[config.mk]
export PLATFORM = sky130hd
export DESIGN_NAME = brb_merge
export DESIGN_NICKNAME = d
export VERILOG_FILES = /design/src/design/byte_ring_buffer_defines.svh /design/src/design/brb_pkg.sv /design/src/design/brb_merge.sv
export SDC_FILE = /design/constraint.sdc
export NUM_CORES = 1
export LEC_CHECK = 0
export ABC_AREA = 1
export BUFFER_PORTS_ARGS = -buffer_cell sky130_fd_sc_hd__clkbuf_2
export CAP_MARGIN = 25
export CORE_MARGIN = 3
export CORE_UTILIZATION = 52
export CTS_CLUSTER_SIZE = 30
export DETAILED_ROUTE_END_ITERATION = 10
export PLACE_DENSITY_LB_ADDON = 0.12
export SLEW_MARGIN = 5
export SYNTH_ARGS = -nofsm -noshare
export SYNTH_HDL_FRONTEND = slang
export SYNTH_SLANG_ARGS = --single-unit
[constraint.sdc]
create_clock -name clk -period 2.1 [get_ports clk]
set_input_delay 0.105 -clock clk [delete_from_list [all_inputs] [get_ports clk]]
set_output_delay 0.105 -clock clk [all_outputs]
set_load 0.005 [all_outputs]
[src/design/byte_ring_buffer_defines.svh]
// Assertion macros shared by the byte ring buffer design files.
// Expects signals named clk and rst_n in the scope where a macro is used.
`ifndef BYTE_RING_BUFFER_DEFINES_SVH
`define BYTE_RING_BUFFER_DEFINES_SVH

// Same-cycle implication, checked at every rising edge outside reset.
`define BRB_ASSERT_IMPL(label, ante, cons, msg) \
  label: assert property (@(posedge clk) disable iff (!rst_n) (ante) |-> (cons)) \
    else $error(msg);

// Next-cycle implication, checked at every rising edge outside reset.
`define BRB_ASSERT_NEXT(label, ante, cons, msg) \
  label: assert property (@(posedge clk) disable iff (!rst_n) (ante) |=> (cons)) \
    else $error(msg);

`endif

[src/design/brb_pkg.sv]
// Package for the byte ring buffer: fixed field widths, request codes and
// the control record passed from the request stage to the merge stage.
package brb_pkg;

  localparam int BYTE_W     = 8;
  localparam int NUM_FIELDS = 8;
  localparam int LEN_W      = 4;
  localparam int FILL_W     = 11;
  localparam int CFG_W      = 4;
  localparam int BANK_IDX_W = 3;

  localparam logic [CFG_W-1:0] CAP_LOG2_RESET = 4'd10;

  localparam logic REQ_PUSH = 1'b0;
  localparam logic REQ_POP  = 1'b1;

  typedef logic [BYTE_W-1:0] byte_t;

  typedef struct packed {
    logic                  accepted;
    logic [FILL_W-1:0]     fill_level;
    logic                  pop_ok;
    logic [LEN_W-1:0]      len;
    logic [BANK_IDX_W-1:0] base_lo;
    logic [BANK_IDX_W-1:0] mask_lo;
  } rd_ctl_t;

endpackage

[src/design/brb_merge.sv]
// Merge stage: rotates the bank read data into result order, zeroes unused
// fields and registers the result item. Depends on brb_pkg.
module brb_merge #(
  parameter int BANK_W = 3
) (
  input  logic             clk,
  input  logic             load,
  input  brb_pkg::rd_ctl_t ctl,
  input  brb_pkg::byte_t   bank_q [2**BANK_W],
  output logic             accepted_r,
  output logic [brb_pkg::FILL_W-1:0] fill_level_r,
  output brb_pkg::byte_t   data_r [brb_pkg::NUM_FIELDS]
);

  brb_pkg::byte_t data_nxt [brb_pkg::NUM_FIELDS];

  always_comb begin
    logic [brb_pkg::BANK_IDX_W-1:0] sel;
    for (int i = 0; i < brb_pkg::NUM_FIELDS; i++) begin
      sel = (ctl.base_lo + brb_pkg::BANK_IDX_W'(i)) & ctl.mask_lo;
      if (ctl.pop_ok && (brb_pkg::LEN_W'(i) < ctl.len)) begin
        data_nxt[i] = bank_q[sel[BANK_W-1:0]];
      end else begin
        data_nxt[i] = '0;
      end
    end
  end

  always_ff @(posedge clk) begin
    if (load) begin
      accepted_r   <= ctl.accepted;
      fill_level_r <= ctl.fill_level;
      data_r       <= data_nxt;
    end
  end

endmodule

==> results.cfg, run 1 <==
[outcome]
status = finished clean

[cts]
h-tree-depth = 3
cts_tree = done
clock-sinks = 76
numCtsBuffers = 9
clockBufferDepth = 2
clk_pin_slew_ns = 0.10
root_buffer = clkbuf_8

[logic_synthesis]
synth_nets = 859
synthFlopType = edfxtp_1
ys_seq_area_frac = 0.4316
synthCells = 768
ys_types = 21
synth_edf_count = 76
async_reset_ff_frac = 0
ys_ff_latch = 76
yosysTopAreaCellShare = 0.4316
yosysWarnings = 0
synthTopCellsByArea = edfxtp_1 (43%), nand3_1 (21%), nand2_1 (15%)
synth.avg_cell_area_um2 = 6.885
syn_area_um2 = 5288
synth_top_cell_by_area = edfxtp_1

[drt]
drc = 0
drt_iter0_markers = 762
dr.pass1.iters = 6
wl_um = 19530
ant_nets = 0
viasPerCell = 5.716
vias = 6179
wire_per_inst_um = 18.07

[grt]
grt_pass1_wl_um = 29830
busiest_layer = met2
grtUsageMet1 = 0.4334
grt_overflow = 0
grt_pass1_vias = 5776
use_met2 = 0.5679
antenna_found_initial = 0
grt_max_degree = 77
grt_use_total = 0.3435
use_met3 = 0.05659

[cells_and_area]
diodes = 0
regArea_um2 = 2282
fin_area_um2 = 6576
fin_nets = 1034
layout_commonest_cell = nand3_1
multi_input_area_um2 = 2524
syn2layout_area_growth_pct = 24.37
nFillCells = 870
layout-drive-gt1-share = 0.2300
layout_common_cells = nand3_1 (217), nand2_1 (213), clkbuf_2 (163)

[floorplanning]
rows = 36
die-width_um = 106.8
ios = 165
die-area_um2 = 11410
die_y_um = 106.8
coreArea_um2 = 9819
start_util = 0.5385

[flow_run]
cap_violations = 0

[setup_path]
critPathMaxFanout = 16
crit_type = in2reg
crit_path_cell_trace = clkbuf_2, inv_1, ha_1, nor2_4, inv_2, nand3_1, nand2_1, nor2_1, nor2_1
start_kind = input pin
cpPeakStageDelay_ns = 0.34
cp_top_family = simple AND/OR/NAND/NOR gates
arrival_ns = 1.58
crit_buf_inv = 3
slowest_stage = ha_1
crit_path_frequent_cell = nor2_1
end_kind = flop
worstPathRequired_ns = 2.23

[pwr]
swShare = 0.3382
combPwrFrac = 0.271
clockPowerShare = 0.287
peakVddDrop_v = 0.0005032
power_frac_seq = 0.443
internal_power_uw = 2824
powerDensity_nw_per_um2 = 648.9
switchingPower_uw = 1443
cellLeakagePower_uw = 0.003423

[timing]
min_period_ns = 1.442
setup_viol_count_final = 0
period_share = 0.6868
tightest_slew_ns = 0.8800
finalSetupTns_ns = 0
max_freq_mhz = 693.4
relSlewSlack = 0.4094
slew_violations = 0
finalHoldViolations = 0
rsz0062_at_grt = no

[worst_hold_path]
hp-start = load
hold_class = in2reg
min_path_cells = 2
hold_path_end = data_r[19]

[placed_design]
placed_area_um2 = 6252
dpl.hpwl_um = 14490
gp_congestion = 1.039
io_buffers = 164
==> kinds of logic after synthesis <==
| family | synth area share |
|---|---|
| AND/OR/NAND/NOR | 0.4621 |
| flip-flops | 0.4316 |
| adder cells (fa/ha/maj) | 0.004732 |
| buffers and inverters | 0.09110 |
| AO/OA/AOI/OAI | 0.01041 |
==> cells in the mapped netlist, types with 2 or more instances <==
| library cell | n |
|---|---|
| inv_2 | 8 |
| buf_1 | 2 |
| nand2_1 | 213 |
| inv_1 | 75 |
| buf_4 | 7 |
| o21ai_1 | 3 |
| buf_2 | 19 |
| nor2_2 | 2 |
| edfxtp_1 | 76 |
| nor2_4 | 2 |
| a21oi_2 | 2 |
| nor2_1 | 130 |
| nand2_2 | 4 |
| nand3_1 | 217 |
| ha_1 | 2 |
==> through the flow <==
step	cells	power (uW)	setup WS [ns]	utilization	hold slack [ns]
final	1081	4268	0.6578	0.6697	0.2558
after CTS	1081	4233	0.7123	0.6697	0.2858
after global placement	1053	3002	0.4157	0.6367	0.2826
after floorplan	768	2550	0.4992	-	0.2039
after detailed placement	1053	3029	0.3359	0.6367	0.2836
after global routing	1081	4452	0.5385	0.6697	0.3052
==> state kept, by name, summed over array words and instances (netlist names) <==
register      flops
data_r           64
accepted_r        1
fill_level_r     11
==> how the worst max path moves through the flow <==
stage,from,to,slack (ns),cells after the start
global route,ctl[4],data_r[5],0.54,9
finish,ctl[4],data_r[5],0.66,9
floorplan,ctl[3],data_r[37],0.50,10
global placement,ctl[0],data_r[63],0.42,8
CTS,ctl[4],data_r[5],0.71,9
detailed placement,ctl[4],data_r[0],0.34,9
==> routing by layer <==
layer,vias up,share of wire
li1,2857,-
met1,2753,0.37
met2,479,0.47
met3,90,0.11
met4,0,0.053
met5,-,0
==> layout make-up <==
cell class | instances | share of cell area
Inverter | 83 | 0.04737
Clock inverter | 7 | 0.01218
Multi-Input combinational cell | 579 | 0.3838
Clock buffer | 9 | 0.01884
Tap cell | 133 | 0.02530
Timing Repair Buffer | 194 | 0.1655
Sequential cell | 76 | 0.3470
==> what timing repair did <==
item	in CTS	in global routing
endpoints found under the hold margin	12	0
resized for setup	0	0
hold buffers	12	0
buffers inserted	0	0
==> power by group through the flow <==
stage / clock network [uW] / logic [uW] / registers [uW]
6_report: 1220 / 1160 / 1890
5_1_grt: 1280 / 1270 / 1900
4_1_cts: 1220 / 1130 / 1890
3_5_place_dp: 0 / 1110 / 1920
3_3_place_gp: 0 / 1090 / 1920
2_1_floorplan: 0 / 614 / 1940
(Power assumes the default switching activity.)
==> inputs of run 2 (changes only) <==
- ABC_AREA: 1 -> 0
- CORE_UTILIZATION: 52 -> 51
- clock period: 2.1 -> 1.4 ns (I/O delays scaled with it)
==> run 2 against run 1 <==
Compared with the run above:
- critical path depth shrank 2
- sequential share of layout area increased by 1.1 points
- critical endpoint is now data_r[6]
- design area down 3.2%
- highest routed layer unchanged
==> results.cfg, run 2 <==
[timing]
finalHoldViolations = 0
max_freq_mhz = 736.2
relSlewSlack = 0.5663
period_share = 0.9702
finalSetupTns_ns = 0
tightest_slew_ns = 0.6455
slew_violations = 0
fin_ws_ns = 0.04170
min_period_ns = 1.358
setup_viol_count_final = 0

[logic_synthesis]
ys_seq_area_frac = 0.4777
synthTopCellsByCount = edfxtp_1 (76), a22o_1 (64), mux4_2 (64)
yosysTopAreaCellShare = 0.4777
synth_most_common_cell = edfxtp_1
syn_area_um2 = 4777
async_reset_ff_frac = 0
ys_types = 29
synthTopCellsByArea = edfxtp_1 (48%), mux4_2 (30%), a22o_1 (12%)
synth_top_cell_by_area = edfxtp_1
synth_nets = 357
yosysWarnings = 0
synth_edf_count = 76
ys_ff_latch = 76
synthFlopType = edfxtp_1
synth.avg_cell_area_um2 = 17.96
synthCells = 266

[cts]
numCtsBuffers = 9
clock-sinks = 76
h-tree-depth = 3
root_buffer = clkbuf_8
clockBufferDepth = 2
clk_pin_slew_ns = 0.10
post_cts_buffers = 0
cts_tree = done

[grt]
grt_overflow = 0
antenna_found_initial = 0
grt_pass1_wl_um = 20490
grt_pass1_vias = 3627
grt_max_degree = 77
grt_use_total = 0.2644

[floorplanning]
start_util = 0.5373
coreArea_um2 = 8891
rows = 34
die-width_um = 102.8
die-area_um2 = 10560
die_y_um = 102.8
ios = 165

[placed_design]
pre_cts_slack_ns = -0.4452
io_buffers = 164
dpl.hpwl_um = 10490
gp_congestion = 0.9692

[pwr]
clockPowerShare = 0.271
power_frac_seq = 0.465
combPwrFrac = 0.264
swShare = 0.2964
peakVddDrop_v = 0.0005166
switchingPower_uw = 1804
cellLeakagePower_uw = 0.002571
internal_power_uw = 4282
powerDensity_nw_per_um2 = 956.0

[cells_and_area]
fin_nets = 560
diodes = 0
nFillCells = 593
syn2layout_area_growth_pct = 33.26
layout_commonest_cell = clkbuf_2
layout_common_cells = clkbuf_2 (162), edfxtp_1 (76), mux4_2 (64), a22o_1 (64), buf_4 (25)
regMostFlops = data_r
layout-drive-gt1-share = 0.6329
largest_reg_flops = 64
largestRegisters = data_r (64), fill_level_r (11), accepted_r (1)

[drt]
wire_per_inst_um = 23.60
drc = 0
viasPerCell = 6.577
vias = 3828
wl_um = 13730
drt_iter0_markers = 329
ant_nets = 0
dr.pass1.iters = 4

[setup_path]
crit_path_cell_trace = clkbuf_2, inv_2, ha_4, nor2b_4, buf_6, mux4_2, a22o_1
worstPathRequired_ns = 1.52
crit_type = in2reg
start_kind = input pin
slowest_stage = mux4_2
arrival_ns = 1.47
end_kind = flop
critPathMaxFanout = 4
cpPeakStageDelay_ns = 0.52

[worst_hold_path]
hp-start = load
min_path_cells = 2
hold_path_end = data_r[17]
hold_class = in2reg

[outcome]
status = finished clean

[flow_run]
cap_violations = 0
## run 2: changes by cell type in the layout (fill, tap and decap cells not counted), sizes merged, moves of 3 or more
cell / previous run / this run
xor2: 0 / 3
nand2: 217 / 5
nor3: 0 / 4
buf: 19 / 34
o21ai: 4 / 1
a22o: 0 / 64
mux4: 0 / 64
nor2: 134 / 1
a211oi: 0 / 6
inv: 87 / 10
nand3: 218 / 0
## run 2: area by class of cell
cell class,instances,area (um^2),share of cell area
Multi-Input combinational cell,166,2409,0.3783
Sequential cell,76,2282,0.3585
Timing Repair Buffer,210,1314,0.2064
Tap cell,108,135.1,0.02123
Clock buffer,9,123.9,0.01946
Clock inverter,7,67.56,0.01061
Inverter,6,35.03,0.005503
## run 2: critical path, delay by kind of cell
family                   cells  cell delay [ns]
multiplexers                 1             0.52
AND/OR/NAND/NOR              1             0.11
AO/OA/AOI/OAI                1             0.24
adder cells (fa/ha/maj)      1             0.22
buffers and inverters        3             0.31
## run 2: repair_timing
action,4_1_cts,5_1_grt
endpoints found under the hold margin,12,0
hold buffers,12,0
cloned,0,1
pin swaps,0,1
gates resized for setup,4,8
endpoints found under the setup margin,27,26
## run 2: cells by family (layout without fill, tap and decap cells)
group                    after synthesis  after routing  share of synthesized area
multiplexers                          64             64                     0.3017
AND/OR/NAND/NOR                       19             19                    0.02619
AO/OA/AOI/OAI                         76             76                     0.1467
flip-flops                            76             76                     0.4777
buffers and inverters                 24            232                    0.03326
XOR/XNOR                               5              5                   0.009169
adder cells (fa/ha/maj)                2              2                   0.005238
## run 2: metrics by stage
stage,util,hold slack [ns],power [uW],cells,cell area (um^2)
2_1_floorplan,-,0.1689,3687,266,4848
3_3_place_gp,0.6706,0.2476,4367,553,5962
3_5_place_dp,0.6706,0.2511,4403,553,5962
4_1_cts,0.7077,0.2545,6047,581,6292
5_1_grt,0.7160,0.2596,6329,582,6366
6_report,0.7160,0.2389,6086,582,6366
## run 2: worst max-delay path by stage
stage / startpoint / end / slack [ns] / cells past startpoint
6_report: ctl[3] / data_r[6] / 0.04 / 7
5_1_grt: ctl[3] / data_r[6] / -0.0002 / 7
4_1_cts: ctl[4] / data_r[38] / 0.01 / 7
3_5_place_dp: ctl[4] / data_r[55] / -0.45 / 5
3_3_place_gp: ctl[4] / data_r[16] / -0.43 / 5
2_1_floorplan: ctl[4] / data_r[38] / -0.13 / 6
## run 2: per-layer routing
layer  track usage  share of wire
met5             0              0
met4       0.04382         0.0055
met3       0.07037           0.12
met2        0.4027           0.47
met1        0.3961           0.40
## run 2: power groups by stage
stage,Sequential [uW],Combinational [uW],Clock (uW)
floorplan,2900,791,0
global placement,2880,1480,0
detailed placement,2880,1520,0
CTS,2830,1560,1650
global route,2850,1730,1750
finish,2830,1610,1650
